## config.mk

```make
export PLATFORM = sky130hd
export DESIGN_NAME = sse_event_stream_parser
export DESIGN_NICKNAME = d
export VERILOG_FILES = /design/src/hw/rtl/sse_pkg.sv /design/src/hw/rtl/sse_ctrl.sv /design/src/hw/rtl/sse_dpath.sv /design/src/hw/rtl/sse_event_stream_parser.sv
export SDC_FILE = /design/constraint.sdc
export NUM_CORES = 1
export LEC_CHECK = 0
export BUFFER_PORTS_ARGS = -buffer_cell sky130_fd_sc_hd__buf_2
export CAP_MARGIN = 20
export CORE_ASPECT_RATIO = 0.8
export CORE_MARGIN = 2
export CORE_UTILIZATION = 58
export CTS_BUF_LIST = sky130_fd_sc_hd__clkbuf_4 sky130_fd_sc_hd__clkbuf_8
export CTS_CLUSTER_DIAMETER = 200
export CTS_CLUSTER_SIZE = 14
export DETAILED_ROUTE_END_ITERATION = 10
export GPL_ROUTABILITY_DRIVEN = 0
export PLACE_DENSITY = 0.78
export SLEW_MARGIN = 20
export SYNTH_ARGS = -nofsm -noshare
export SYNTH_HDL_FRONTEND = slang
export SYNTH_SLANG_ARGS = --single-unit
```

## constraint.sdc

```tcl
create_clock -name clock -period 3.9 [get_ports clock]
set_input_delay 0.78 -clock clock [delete_from_list [all_inputs] [get_ports clock]]
set_output_delay 0.78 -clock clock [all_outputs]
set_load 0.1 [all_outputs]
```

## src/hw/rtl/sse_pkg.sv

```systemverilog
package sse_pkg;

   // Longest event name kept for dispatch
   localparam int NAME_BYTES = 16;
   localparam int NAME_LEN_W = $clog2(NAME_BYTES + 1);
   localparam int NAME_IDX_W = (NAME_BYTES > 1) ? $clog2(NAME_BYTES) : 1;

   // Line phases
   localparam logic [2:0] PH_START   = 3'd0;
   localparam logic [2:0] PH_FIELD   = 3'd1;
   localparam logic [2:0] PH_NOMATCH = 3'd2;
   localparam logic [2:0] PH_DATA    = 3'd3;
   localparam logic [2:0] PH_EVENT   = 3'd4;
   localparam logic [2:0] PH_SKIP    = 3'd5;
   localparam logic [2:0] PH_COMMENT = 3'd6;

   // Result kinds
   localparam logic [2:0] K_DATA  = 3'd0;
   localparam logic [2:0] K_NAME  = 3'd1;
   localparam logic [2:0] K_END   = 3'd2;
   localparam logic [2:0] K_ERROR = 3'd3;
   localparam logic [2:0] K_DONE  = 3'd4;

   // Error codes
   localparam logic [1:0] E_COLON    = 2'd0;
   localparam logic [1:0] E_FIELD    = 2'd1;
   localparam logic [1:0] E_UNTERM   = 2'd2;
   localparam logic [1:0] E_OVERFLOW = 2'd3;

   // Input commands
   localparam logic CMD_BYTE   = 1'b0;
   localparam logic CMD_FINISH = 1'b1;

   // Datapath operations
   localparam logic [2:0] OP_NONE    = 3'd0;
   localparam logic [2:0] OP_TAKE_CR = 3'd1;
   localparam logic [2:0] OP_TAKE_B  = 3'd2;
   localparam logic [2:0] OP_ENDLINE = 3'd3;
   localparam logic [2:0] OP_FINISH  = 3'd4;
   localparam logic [2:0] OP_DISP    = 3'd5;

   localparam logic [7:0] CHAR_COLON = 8'h3A;
   localparam logic [7:0] CHAR_LF    = 8'h0A;
   localparam logic [7:0] CHAR_CR    = 8'h0D;
   localparam logic [7:0] CHAR_SPACE = 8'h20;
   localparam logic [7:0] CHAR_E     = 8'h65;
   localparam logic [7:0] CHAR_D     = 8'h64;
   localparam logic [7:0] CHAR_I     = 8'h69;
   localparam logic [7:0] CHAR_R     = 8'h72;

   // Start offsets of the field words in FIELD_CHARS
   localparam logic [3:0] FM_EVENT = 4'd0;
   localparam logic [3:0] FM_DATA  = 4'd5;
   localparam logic [3:0] FM_ID    = 4'd9;
   localparam logic [3:0] FM_RETRY = 4'd11;
   // Last letter of event and of data
   localparam logic [3:0] FM_EVENT_END = 4'd4;
   localparam logic [3:0] FM_DATA_END  = 4'd8;

   // "eventdataidretry"
   localparam logic [7:0] FIELD_CHARS [16] = '{
      8'h65, 8'h76, 8'h65, 8'h6E, 8'h74, 8'h64, 8'h61, 8'h74,
      8'h61, 8'h69, 8'h64, 8'h72, 8'h65, 8'h74, 8'h72, 8'h79
   };
   // Bit i set where letter i ends a field word
   localparam logic [15:0] WORD_END = 16'b1000_0101_0001_0000;

   typedef struct packed {
      logic       command;
      logic [7:0] byte_value;
   } req_type;

   typedef struct packed {
      logic [2:0] kind;
      logic [7:0] out_byte;
      logic [1:0] error_code;
      logic       last;
   } rsp_type;

   typedef struct packed {
      logic       go;
      logic       accept;
      logic       use_req;
      logic [2:0] op;
      logic       last;
   } cmd_type;

   typedef struct packed {
      logic out_ready;
      logic cr_held;
      logic disp_cont;
   } status_type;

endpackage

```

## src/hw/rtl/sse_ctrl.sv

```systemverilog
module sse_ctrl (
   input  logic                clock,
   input  logic                reset,
   input  logic                req_valid,
   output logic                req_stall,
   input  sse_pkg::req_type    req_data,
   input  sse_pkg::status_type status,
   output sse_pkg::cmd_type    cmd
);

   localparam logic [1:0] S_IDLE   = 2'd0;
   localparam logic [1:0] S_SECOND = 2'd1;
   localparam logic [1:0] S_DISP   = 2'd2;

   logic [1:0] state_ff, state_in;
   logic [2:0] second_ff, second_in;
   logic [2:0] first_op, second_op;
   logic       is_lf, is_cr;

   always_comb begin
      is_lf = req_data.command == sse_pkg::CMD_BYTE && req_data.byte_value == sse_pkg::CHAR_LF;
      is_cr = req_data.command == sse_pkg::CMD_BYTE && req_data.byte_value == sse_pkg::CHAR_CR;

      // A held CR is dropped before LF, else taken as a line byte first
      if (req_data.command == sse_pkg::CMD_FINISH) begin
         second_op = sse_pkg::OP_FINISH;
      end else if (is_cr) begin
         second_op = sse_pkg::OP_NONE;
      end else begin
         second_op = sse_pkg::OP_TAKE_B;
      end

      if (is_lf) begin
         first_op = sse_pkg::OP_ENDLINE;
      end else if (status.cr_held) begin
         first_op = sse_pkg::OP_TAKE_CR;
      end else begin
         first_op = second_op;
      end
   end

   always_comb begin
      state_in    = state_ff;
      second_in   = second_ff;
      req_stall   = 1'b1;
      cmd.go      = 1'b0;
      cmd.accept  = 1'b0;
      cmd.use_req = 1'b0;
      cmd.op      = sse_pkg::OP_NONE;
      cmd.last    = 1'b1;
      case (state_ff)
         S_IDLE: begin
            req_stall = !status.out_ready;
            if (req_valid && status.out_ready) begin
               cmd.go      = 1'b1;
               cmd.accept  = 1'b1;
               cmd.use_req = 1'b1;
               cmd.op      = first_op;
               cmd.last    = (first_op == sse_pkg::OP_TAKE_CR) ?
                             (second_op == sse_pkg::OP_NONE) : 1'b1;
               second_in   = second_op;
               if (first_op == sse_pkg::OP_TAKE_CR && second_op != sse_pkg::OP_NONE) begin
                  state_in = S_SECOND;
               end else if (status.disp_cont) begin
                  state_in = S_DISP;
               end
            end
         end
         S_SECOND: begin
            if (status.out_ready) begin
               cmd.go   = 1'b1;
               cmd.op   = second_ff;
               state_in = S_IDLE;
            end
         end
         S_DISP: begin
            if (status.out_ready) begin
               cmd.go = 1'b1;
               cmd.op = sse_pkg::OP_DISP;
               if (!status.disp_cont) begin
                  state_in = S_IDLE;
               end
            end
         end
         default: begin
            state_in = S_IDLE;
         end
      endcase
   end

   always_ff @(posedge clock) begin
      if (reset) begin
         state_ff  <= S_IDLE;
         second_ff <= sse_pkg::OP_NONE;
      end else begin
         state_ff  <= state_in;
         second_ff <= second_in;
      end
   end

endmodule

```

## src/hw/rtl/sse_dpath.sv

```systemverilog
module sse_dpath (
   input  logic                clock,
   input  logic                reset,
   input  sse_pkg::req_type    req_data,
   input  sse_pkg::cmd_type    cmd,
   output sse_pkg::status_type status,
   output logic                rsp_valid,
   input  logic                rsp_stall,
   output sse_pkg::rsp_type    rsp_data
);

   logic [2:0]                      phase_ff, phase_in;
   logic [3:0]                      match_ff, match_in;
   logic                            fvb_ff, fvb_in;
   logic                            cr_ff, cr_in;
   logic                            nlp_ff, nlp_in;
   logic                            seen_ff, seen_in;
   logic                            halt_ff, halt_in;
   logic [sse_pkg::NAME_LEN_W-1:0]  len_ff, len_in;
   logic [sse_pkg::NAME_LEN_W-1:0]  idx_ff, idx_in;
   logic [7:0]                      byte_ff;
   logic [7:0]                      name_mem [sse_pkg::NAME_BYTES];
   logic                            rsp_valid_ff, rsp_valid_in;
   sse_pkg::rsp_type                rsp_ff;

   logic [7:0]       tb;
   logic             mem_we;
   logic             disp_go;
   logic             emit;
   sse_pkg::rsp_type emit_data;
   logic             out_ready;

   assign out_ready = !rsp_valid_ff || !rsp_stall;

   always_comb begin
      if (cmd.op == sse_pkg::OP_TAKE_CR) begin
         tb = sse_pkg::CHAR_CR;
      end else if (cmd.use_req) begin
         tb = req_data.byte_value;
      end else begin
         tb = byte_ff;
      end
   end

   always_comb begin
      phase_in             = phase_ff;
      match_in             = match_ff;
      fvb_in               = fvb_ff;
      cr_in                = cr_ff;
      nlp_in               = nlp_ff;
      seen_in              = seen_ff;
      halt_in              = halt_ff;
      len_in               = len_ff;
      idx_in               = idx_ff;
      mem_we               = 1'b0;
      disp_go              = 1'b0;
      emit                 = 1'b0;
      emit_data.kind       = sse_pkg::K_DATA;
      emit_data.out_byte   = '0;
      emit_data.error_code = sse_pkg::E_COLON;
      emit_data.last       = cmd.last;

      if (cmd.accept && !halt_ff) begin
         cr_in = req_data.command == sse_pkg::CMD_BYTE &&
                 req_data.byte_value == sse_pkg::CHAR_CR;
      end

      if (cmd.go && !halt_ff) begin
         case (cmd.op)
            sse_pkg::OP_TAKE_CR, sse_pkg::OP_TAKE_B: begin
               case (phase_ff)
                  sse_pkg::PH_START: begin
                     phase_in = sse_pkg::PH_FIELD;
                     if (tb == sse_pkg::CHAR_COLON) begin
                        phase_in = sse_pkg::PH_COMMENT;
                     end else if (tb == sse_pkg::CHAR_E) begin
                        match_in = sse_pkg::FM_EVENT;
                     end else if (tb == sse_pkg::CHAR_D) begin
                        match_in = sse_pkg::FM_DATA;
                     end else if (tb == sse_pkg::CHAR_I) begin
                        match_in = sse_pkg::FM_ID;
                     end else if (tb == sse_pkg::CHAR_R) begin
                        match_in = sse_pkg::FM_RETRY;
                     end else begin
                        phase_in = sse_pkg::PH_NOMATCH;
                     end
                  end
                  sse_pkg::PH_FIELD: begin
                     if (tb == sse_pkg::CHAR_COLON) begin
                        if (!sse_pkg::WORD_END[match_ff]) begin
                           emit                 = 1'b1;
                           emit_data.kind       = sse_pkg::K_ERROR;
                           emit_data.error_code = sse_pkg::E_FIELD;
                           emit_data.last       = 1'b1;
                           halt_in              = 1'b1;
                        end else begin
                           fvb_in = 1'b1;
                           if (match_ff == sse_pkg::FM_EVENT_END) begin
                              len_in   = '0;
                              phase_in = sse_pkg::PH_EVENT;
                           end else if (match_ff == sse_pkg::FM_DATA_END) begin
                              // Separate data lines of one event by a newline
                              if (nlp_ff) begin
                                 emit               = 1'b1;
                                 emit_data.out_byte = sse_pkg::CHAR_LF;
                              end
                              nlp_in   = 1'b0;
                              seen_in  = 1'b1;
                              phase_in = sse_pkg::PH_DATA;
                           end else begin
                              phase_in = sse_pkg::PH_SKIP;
                           end
                        end
                     end else if (!sse_pkg::WORD_END[match_ff] &&
                                  sse_pkg::FIELD_CHARS[match_ff + 4'd1] == tb) begin
                        match_in = match_ff + 4'd1;
                     end else begin
                        phase_in = sse_pkg::PH_NOMATCH;
                     end
                  end
                  sse_pkg::PH_NOMATCH: begin
                     if (tb == sse_pkg::CHAR_COLON) begin
                        emit                 = 1'b1;
                        emit_data.kind       = sse_pkg::K_ERROR;
                        emit_data.error_code = sse_pkg::E_FIELD;
                        emit_data.last       = 1'b1;
                        halt_in              = 1'b1;
                     end
                  end
                  sse_pkg::PH_DATA, sse_pkg::PH_EVENT: begin
                     fvb_in = 1'b0;
                     // Drop one space right after the colon
                     if (!(fvb_ff && tb == sse_pkg::CHAR_SPACE)) begin
                        if (phase_ff == sse_pkg::PH_DATA) begin
                           emit               = 1'b1;
                           emit_data.out_byte = tb;
                        end else if (len_ff >= sse_pkg::NAME_LEN_W'(sse_pkg::NAME_BYTES)) begin
                           emit                 = 1'b1;
                           emit_data.kind       = sse_pkg::K_ERROR;
                           emit_data.error_code = sse_pkg::E_OVERFLOW;
                           emit_data.last       = 1'b1;
                           halt_in              = 1'b1;
                        end else begin
                           mem_we = 1'b1;
                           len_in = len_ff + 1'b1;
                        end
                     end
                  end
                  default: begin
                     fvb_in = 1'b0;
                  end
               endcase
            end
            sse_pkg::OP_ENDLINE, sse_pkg::OP_FINISH: begin
               if (phase_ff == sse_pkg::PH_FIELD || phase_ff == sse_pkg::PH_NOMATCH) begin
                  emit                 = 1'b1;
                  emit_data.kind       = sse_pkg::K_ERROR;
                  emit_data.error_code = sse_pkg::E_COLON;
                  emit_data.last       = 1'b1;
                  halt_in              = 1'b1;
               end else begin
                  if (phase_ff == sse_pkg::PH_DATA) begin
                     nlp_in = 1'b1;
                  end
                  phase_in = sse_pkg::PH_START;
                  match_in = '0;
                  fvb_in   = 1'b0;
                  if (cmd.op == sse_pkg::OP_FINISH) begin
                     emit           = 1'b1;
                     emit_data.last = 1'b1;
                     if (seen_ff || len_ff != '0) begin
                        emit_data.kind       = sse_pkg::K_ERROR;
                        emit_data.error_code = sse_pkg::E_UNTERM;
                        halt_in              = 1'b1;
                     end else begin
                        emit_data.kind = sse_pkg::K_DONE;
                     end
                  end else if (phase_ff == sse_pkg::PH_START) begin
                     // Blank line: dispatch a pending event
                     disp_go = seen_ff || len_ff != '0;
                  end
               end
            end
            sse_pkg::OP_DISP: begin
               disp_go = 1'b1;
            end
            default: begin
            end
         endcase

         if (disp_go) begin
            emit = 1'b1;
            if (idx_ff < len_ff) begin
               emit_data.kind     = sse_pkg::K_NAME;
               emit_data.out_byte = name_mem[idx_ff[sse_pkg::NAME_IDX_W-1:0]];
               emit_data.last     = 1'b0;
               idx_in             = idx_ff + 1'b1;
            end else begin
               emit_data.kind = sse_pkg::K_END;
               emit_data.last = 1'b1;
               seen_in        = 1'b0;
               nlp_in         = 1'b0;
               len_in         = '0;
               idx_in         = '0;
            end
         end
      end
   end

   assign rsp_valid_in     = emit || (rsp_valid_ff && rsp_stall);
   assign status.out_ready = out_ready;
   assign status.cr_held   = cr_ff;
   assign status.disp_cont = disp_go && (idx_ff < len_ff);
   assign rsp_valid        = rsp_valid_ff;
   assign rsp_data         = rsp_ff;

   always_ff @(posedge clock) begin
      if (reset) begin
         phase_ff     <= sse_pkg::PH_START;
         match_ff     <= '0;
         fvb_ff       <= 1'b0;
         cr_ff        <= 1'b0;
         nlp_ff       <= 1'b0;
         seen_ff      <= 1'b0;
         halt_ff      <= 1'b0;
         len_ff       <= '0;
         idx_ff       <= '0;
         rsp_valid_ff <= 1'b0;
      end else begin
         phase_ff     <= phase_in;
         match_ff     <= match_in;
         fvb_ff       <= fvb_in;
         cr_ff        <= cr_in;
         nlp_ff       <= nlp_in;
         seen_ff      <= seen_in;
         halt_ff      <= halt_in;
         len_ff       <= len_in;
         idx_ff       <= idx_in;
         rsp_valid_ff <= rsp_valid_in;
      end
   end

   always_ff @(posedge clock) begin
      if (cmd.accept) begin
         byte_ff <= req_data.byte_value;
      end
      if (emit) begin
         rsp_ff <= emit_data;
      end
      if (mem_we) begin
         name_mem[len_ff[sse_pkg::NAME_IDX_W-1:0]] <= tb;
      end
   end

endmodule

```

## src/hw/rtl/sse_event_stream_parser.sv

```systemverilog
// Each result is registered in the single output register before it appears on rsp.
// Throughput: one item per cycle while the output is not stalled; a held CR followed by a
// finish or by a byte other than LF and CR is handled as the CR and then the item, and a
// blank-line dispatch sends each stored name byte and then the end result; no new item is
// taken until either is through. The single output register sets the pace: a stalled result holds the next step.
// Reset (synchronous, active high) clears the line state, the name length and the halt
// flag; the stored name bytes are not cleared.
module sse_event_stream_parser (
   input  logic             clock,
   input  logic             reset,
   input  logic             req_valid,
   output logic             req_stall,
   input  sse_pkg::req_type req_data,
   output logic             rsp_valid,
   input  logic             rsp_stall,
   output sse_pkg::rsp_type rsp_data
);

   sse_pkg::cmd_type    cmd;
   sse_pkg::status_type status;

   sse_ctrl u_ctrl (
      .clock     (clock),
      .reset     (reset),
      .req_valid (req_valid),
      .req_stall (req_stall),
      .req_data  (req_data),
      .status    (status),
      .cmd       (cmd)
   );

   sse_dpath u_dpath (
      .clock     (clock),
      .reset     (reset),
      .req_data  (req_data),
      .cmd       (cmd),
      .status    (status),
      .rsp_valid (rsp_valid),
      .rsp_stall (rsp_stall),
      .rsp_data  (rsp_data)
   );

endmodule

```

== Yosys cells after proc, flatten, opt, wreduce, memory -nomap -nowiden ==
Memories as Yosys holds them, arrays and structs flattened. A register that Yosys moved wholly into a read port is not among the register bits.
Index checks and enable logic that the tools add are counted.

* Add/subtract/negate cells: 3
* $lt $le $gt $ge: 4
* Equality and inequality tests: 47
* Muxes and demuxes: 161
* Bitwise operators: 2
* Reduce and logical (&&, ||, !) cells: 37

{| class="wikitable"
|+ Operators by type and width
! operator !! number
|-
| $mux W8 || 10
|-
| $mux W3 || 22
|-
| $mux W1 || 63
|-
| $mux W4 || 13
|-
| $mux W5 || 10
|-
| $mux W2 || 17
|-
| $eq A8 B7 Y1 const B || 4
|-
| $mux W14 || 2
|-
| $pmux W3 S3 || 3
|-
| $pmux W3 S2 || 4
|-
| $eq A8 B4 Y1 const B || 2
|-
| $eq A8 B6 Y1 const B || 2
|-
| $pmux W4 S2 || 2
|-
| $pmux W8 S2 || 1
|-
| $ne A3 B2 Y1 const B || 5
|-
| $ne A3 B3 Y1 const B || 5
|-
| $mux W7 || 2
|-
| $pmux W1 S2 || 7
|-
| $eq A3 B2 Y1 const B || 4
|-
| $ne A3 B1 Y1 const B || 4
|-
| $reduce_and A6 Y1 || 2
|-
| $mux W11 || 1
|-
| $reduce_and A11 Y1 || 1
|-
| $add A5 B1 Y5 const B || 2
|-
| 34 further kinds || 66
|}

* Bits in registers: 50
* RAM bits: 128
* ROM bits: 144
* Logic and storage cells: 274
* Memories kept: 3

{| class="wikitable"
|+ Memory list
! memory !! words !! bits a word !! rd ports !! clocked after Yosys merged registers in !! write ports !! line !! RTL
|-
| (no name shown) || 16 || 8 || 1 || 0 || 0 || sse_dpath.sv:115 || <nowiki>sse_pkg::FIELD_CHARS[match_ff + 4'd1] == tb) begin</nowiki>
|-
| u_dpath.name_mem || 16 || 8 || 1 || 1 || 1 || sse_dpath.sv:22 || <nowiki>logic [7:0] name_mem [sse_pkg::NAME_BYTES];</nowiki>
|-
| (no name shown) || 16 || 1 || 1 || 1 || 0 || sse_dpath.sv:90 || <nowiki>if (!sse_pkg::WORD_END[match_ff]) begin</nowiki>
|}

== Logic depth before layout (Yosys ltp) ==
* Depth in word-level cells: 23
* Gate-level depth with buffers: 16
* Mapped depth without buffers: 12

== Cells and area by module ==
A second synthesis with hierarchy kept.

* Cells, all modules: 690
* Area total of the unflattened synthesis: 8898.5 um^2

{| class="wikitable"
|+ Modules (own cells, without submodules)
! module !! times used !! cells each !! area an instance (um^2) !! sequential area each (um^2)
|-
| sse_dpath || 1 || 634 || 8475.6 || 5064.9
|-
| sse_ctrl || 1 || 56 || 422.9 || 80.1
|}

== Worst setup path before layout ==
No wires, ideal clock.

* Path kind: register to register
* From: register u_dpath.rsp_valid_ff (netlist: u_dpath.rsp_valid)
* To: memory u_dpath.name_mem[6][0], enable pin
* Data arrival time: 3.942 ns
* Required time: 3.529 ns
* Path slack: -0.412 ns
* Stages on the path, launching flop included: 14
* Clock period less this slack: 4.312 ns
* Path through: dfxtp_1 > a21boi_1 > buf_2 > inv_1 > o21ai_0 > o211ai_1 > nor3_1 > nand4_1 > and3_1 > clkbuf_1 > and3_1 > clkbuf_1 > nand3_1 > nor2_1

* Longest elaborated chain between the ends: 16
* Elaborated cells on any way between the ends: 25

{| class="wikitable"
|+ RTL lines
! item !! line !! RTL
|-
| start, declared || sse_dpath.sv:23 || <nowiki>logic rsp_valid_ff, rsp_valid_in;</nowiki>
|-
| start signal, assigned || sse_dpath.sv:239 || <nowiki>rsp_valid_ff <= rsp_valid_in;</nowiki>
|-
| $logic_not A1 Y1 * || sse_dpath.sv:33 || <nowiki>assign out_ready = !rsp_valid_ff || !rsp_stall;</nowiki>
|-
| $logic_or A1 B1 Y1 * || sse_dpath.sv:33 ||
|-
| $logic_and A1 B1 Y1 || sse_ctrl.sv:54 || <nowiki>if (req_valid && status.out_ready) begin</nowiki>
|-
| $mux W7 || sse_ctrl.sv:54 ||
|-
| $mux W7 || sse_ctrl.sv:51 || <nowiki>case (state_ff)</nowiki>
|-
| $pmux W3 S3 / $mux W2 (equally long branches) || sse_ctrl.sv:51 ||
|-
| $eq A3 B1 Y1 / $mux W8 (equally long branches) || sse_dpath.sv:36, sse_dpath.sv:69, sse_dpath.sv:38 ||
|-
| $mux W8 || sse_dpath.sv:36 || <nowiki>if (cmd.op == sse_pkg::OP_TAKE_CR) begin</nowiki>
|-
| $eq A8 B6 Y1 || sse_dpath.sv:133 || <nowiki>if (!(fvb_ff && tb == sse_pkg::CHAR_SPACE)) begin</nowiki>
|-
| $logic_and A1 B1 Y1 || sse_dpath.sv:133 ||
|-
| $mux W1 || sse_dpath.sv:133 ||
|-
| $mux W1 || sse_dpath.sv:71 || <nowiki>case (phase_ff)</nowiki>
|-
| $mux W1 || sse_dpath.sv:69 || <nowiki>case (cmd.op)</nowiki>
|-
| $mux W1 * || sse_dpath.sv:68 || <nowiki>if (cmd.go && !halt_ff) begin</nowiki>
|-
| $mux W1 * || sse_dpath.sv:250 || <nowiki>if (mem_we) begin</nowiki>
|-
| $mux W1 (implied by the code) * || sse_dpath.sv:251 || <nowiki>name_mem[len_ff[sse_pkg::NAME_IDX_W-1:0]] <= tb;</nowiki>
|-
| end, declared || sse_dpath.sv:22 ||
|}

Mark *: on every way between the ends. The rest lies on a longest branch, timed or not. The select of a mux whose other input is x is not followed.

== Worst setup path after layout ==
* From: register u_ctrl.state_ff[0]
* To: register u_dpath.match_ff[1]

* Longest elaborated chain between the ends: 11
* Elaborated cells on any way between the ends: 37

{| class="wikitable"
|+ RTL lines
! item !! line !! RTL
|-
| start, declared || sse_ctrl.sv:15 || <nowiki>logic [1:0] state_ff, state_in;</nowiki>
|-
| start signal, assigned || sse_ctrl.sv:96 || <nowiki>state_ff <= state_in;</nowiki>
|-
| $eq A2 B2 Y1 (tied with other cells) || sse_ctrl.sv:51 ||
|-
| $pmux W3 S3 / $mux W2 (equally long branches) || sse_ctrl.sv:51 ||
|-
| $eq A3 B1 Y1 / $mux W8 (equally long branches) || sse_dpath.sv:36, sse_dpath.sv:69, sse_dpath.sv:38 ||
|-
| $mux W8 || sse_dpath.sv:36 ||
|-
| $eq A8 B7 Y1 || sse_dpath.sv:80 || <nowiki>end else if (tb == sse_pkg::CHAR_I) begin</nowiki>
|-
| $mux W4 || sse_dpath.sv:80 ||
|-
| $mux W4 || sse_dpath.sv:78 || <nowiki>end else if (tb == sse_pkg::CHAR_D) begin</nowiki>
|-
| $mux W4 || sse_dpath.sv:76 || <nowiki>end else if (tb == sse_pkg::CHAR_E) begin</nowiki>
|-
| $mux W4 || sse_dpath.sv:74 || <nowiki>if (tb == sse_pkg::CHAR_COLON) begin</nowiki>
|-
| $pmux W4 S2 || sse_dpath.sv:71 ||
|-
| $pmux W4 S2 || sse_dpath.sv:69 ||
|-
| end signal, assigned || sse_dpath.sv:231 || <nowiki>match_ff <= match_in;</nowiki>
|-
| end, declared || sse_dpath.sv:13 || <nowiki>logic [3:0] match_ff, match_in;</nowiki>
|}

Several ways; a longest one is shown, not always the timed one. The select of a mux whose other input is x is not followed.
A chain may end at the register's enable or synchronous reset.

==> results.sh <==
export IMPL_drive_above_1_share_pct=21.6
export IMPL_wl_mm=20.9
export IMPL_critical_path_class="reg2reg"
export IMPL_final_nets=754
export IMPL_peakVddDrop_mv=0.209
export IMPL_grt_pass1_wl_mm=32.4
export IMPL_clkSlewWorstSetupHoldPaths_ns=0.10
export IMPL_endpoint_kind="flip-flop"
export IMPL_synthFlopType="edfxtp_1"
export IMPL_synth_area_sq_mm=0.00888
export IMPL_hold_violations=0
export IMPL_antenna_found_initial=0
export IMPL_hold_ws_ns=0.486
export IMPL_yosys_warnings=0
export IMPL_drv_slew=0
export IMPL_sw_frac_of_total_pct=25.5
export IMPL_groute_usage_overall_pct=26.6
export IMPL_seq_area_sq_mm=0.00515
export IMPL_status="complete, no violations"
export IMPL_finalCritPeriodShare_pct=91.2
export IMPL_clockPowerShare_pct=35.1
export IMPL_hpwl_mm=14.8
export IMPL_cp_cell_sequence="inv_1, ha_1, a21boi_1, nand2_1, buf_4, inv_1, buf_4, a21oi_1, o32ai_1, o21ai_0, nor2_1, o41ai_1, o31a_4, mux2_4"
export IMPL_start_kind="flip-flop"
export IMPL_start_util_pct=59.2
export IMPL_rows=40
export IMPL_p_int_mw=2.82
export IMPL_cts_tree="yes"
export IMPL_clk_latency_ns=0.47
export IMPL_leakage_nw=3.35
export IMPL_crit_slowest_cell="dfxtp_1"
export IMPL_core_area_sq_mm=0.0150
export IMPL_timing_critical_path_arrival_ns=3.90
export IMPL_final_common_cell="edfxtp_1"
export IMPL_syn_to_final_growth_pct=10.4
export IMPL_yosysTopAreaCellShare_pct=50.7
export IMPL_num_antenna_cells=0
export IMPL_wl_per_cell_um=22.7
export IMPL_fin_util_pct=65.3
export IMPL_cts_buffers=17
export IMPL_top_level_ports=29
export IMPL_synth_seq_cells=182
export IMPL_setup_viol=0
export IMPL_grt_max_degree=33
export IMPL_dieWidth_um=142
export IMPL_first_global_vias=5776
export IMPL_comb_power_share_pct=8.2
export IMPL_dr_pass1_iters=7
export IMPL_synth_edf_count=150
export IMPL_cp_slowest_stage_delay_ns=0.41
export IMPL_die_h_um=115
export IMPL_clock_sinks=182
export IMPL_synth_avg_cell_area_sq_um=13.2
export IMPL_grt_ovfl_total=0
export IMPL_cp_num_buf_inv=4
export IMPL_critPathMaxFanout=20
export IMPL_dieArea_sq_mm=0.0163
export IMPL_ctsResizeCount=0
export IMPL_tns_ns=0
export IMPL_num_vias=6174
export IMPL_fill_cells=1052
export IMPL_layout_min_cycle_time_ns=3.56
export IMPL_drc=0
export IMPL_drt_iter0_drc=928
export IMPL_synth_nets=706
export IMPL_max_freq_mhz=281
export IMPL_worst_pin_slew_ns=0.815
export IMPL_hold_path_class="reg2reg"
export IMPL_relSlewSlack_pct=45.6
export IMPL_clock_root_buffer="clkbuf_8"
export IMPL_port_buffers=28
export IMPL_fin_worst_skew_ns=0.0202
export IMPL_synth_distinct_cells=78
export IMPL_multi_input_area_sq_mm=0.00349
export IMPL_h_tree_depth=4
export IMPL_p_seq_share_pct=56.7
export IMPL_worst_path_dominant_cell_family="compound AO/OA/AOI/OAI gates"
export IMPL_rsz0062_at_grt="no"
export IMPL_p_sw_mw=0.965
export IMPL_cts_hold_buf=0
export IMPL_async_reset_ff_share_pct=0
export IMPL_cap_violations=0
export IMPL_seq_area_frac_synth_pct=57.9
export IMPL_ctsLongestPathBuffers=2
export IMPL_synth_top_area_cell="edfxtp_1"
export IMPL_cts_setup_buffers=0
export IMPL_critPathRequiredTime_ns=4.25
export IMPL_ant_nets=0
export IMPL_p_per_area_mw_per_mm2=386
export IMPL_synth_area_top_cells="edfxtp_1 (51%), mux4_2 (10%), dfxtp_1 (7.2%), ha_1 (2.7%), nor2_1 (2.3%)"
export IMPL_postSynthCellCount=674
export IMPL_vias_per_cell=6.68
export IMPL_layout_common_cells="edfxtp_1 (150), nor2_1 (49), nand2_1 (45), mux4_2 (40), buf_4 (33)"
[metal layers]
layer  GRT usage [%]  vias up  share of wire [%]
met3            6.86       45                 12
met2            38.8      418                 43
met1            39.9     2977                 43
met4            7.85        0                1.9
li1                -     2734                  -
met5               0        -                  0
[stage by stage]
stage,setup slack [ns],cells,power (mW),instance area (sq um)
global placement,0.178,892,2.48,9370
floorplan,0.0209,674,2.39,8890
detailed placement,0.142,892,2.49,9380
CTS,0.475,924,3.79,9800
finish,0.344,924,3.78,9810
global route,0.161,924,3.88,9810
[registers in the layout (all words and copies together), names as in the netlist, named ones only]
| register | count |
|---|---|
| u_dpath.len_ff | 5 |
| u_dpath.match_ff | 4 |
| u_dpath.phase_ff | 3 |
| u_ctrl.state_ff | 2 |
| u_dpath.nlp_ff | 1 |
| u_dpath.byte_ff | 8 |
| u_dpath.seen_ff | 1 |
| u_dpath.rsp_data | 14 |
| u_dpath.rsp_valid | 1 |
| u_dpath.name_mem | 128 |
| u_ctrl.second_ff | 2 |
| u_dpath.idx_ff | 5 |
| u_dpath.fvb_ff | 1 |
| u_dpath.halt_ff | 1 |
| u_dpath.cr_ff | 1 |
[power groups by stage]
stage | combinational, mW | sequential [mW] | clock (mW)
finish | 0.310 | 2.15 | 1.33
global route | 0.332 | 2.15 | 1.40
CTS | 0.303 | 2.15 | 1.34
detailed placement | 0.302 | 2.19 | 0
global placement | 0.291 | 2.19 | 0
floorplan | 0.169 | 2.22 | 0
[worst reg2reg max path, delay by kind of cell, from the launching register on]
family	cells	cell delay, ns
simple gates	2	0.20
buf+inv	4	0.68
mux	1	0.31
flops	1	0.41
fa+ha+maj	1	0.25
compound gates	6	1.60
[logic make-up after synthesis]
kind of cell	after synthesis	share of synthesized area [%]
buffers and inverters	63	2.89
adders and majority gates	19	2.68
and+or+nand+nor	210	12.7
muxes	55	12.0
xor gates and xnor gates	15	1.56
AOI/OAI and AO/OA	130	10.2
DFF	182	57.9
[cells in the mapped netlist, types with 5 or more instances]
cell and count:
edfxtp_1 150, nor2_1 54, nand2_1 45, mux4_2 40
dfxtp_1 32, a21oi_1 31, inv_1 30, clkbuf_1 24
o21ai_0 20, ha_1 19, nor3_1 14, and2_1 12
nand3_1 12, nor4_1 12, a31oi_1 10, mux2i_1 10
nand4_1 10, a21o_1 8, and3_1 8, and4_1 8
xor2_1 8, xnor2_1 6, a32o_1 5, o211ai_1 5
[path summary, 6_finish.rpt]
check	start	to	slack, ns	cells past startpoint
max	u_ctrl.state_ff[0]$_SDFFE_PP0P_	u_dpath.match_ff[1]$_SDFFE_PP0N_	0.34	14
min	u_ctrl.second_ff[2]$_SDFFE_PP0P_	u_ctrl.second_ff[2]$_SDFFE_PP0P_	0.49	2
max reg2reg	u_ctrl.state_ff[0]$_SDFFE_PP0P_	u_dpath.match_ff[1]$_SDFFE_PP0N_	0.34	14
min reg2reg	u_ctrl.second_ff[2]$_SDFFE_PP0P_	u_ctrl.second_ff[2]$_SDFFE_PP0P_	0.49	2
[final cells by class]
cell class | instances | share of cell area, %
inverter | 31 | 1.22
clock inverter | 15 | 1.93
clock buffer | 17 | 2.39
timing repair buffer | 61 | 3.96
sequential | 182 | 52.5
tap | 189 | 2.41
multi-input combinational | 429 | 35.6
Power figures use the tool's default switching activity.
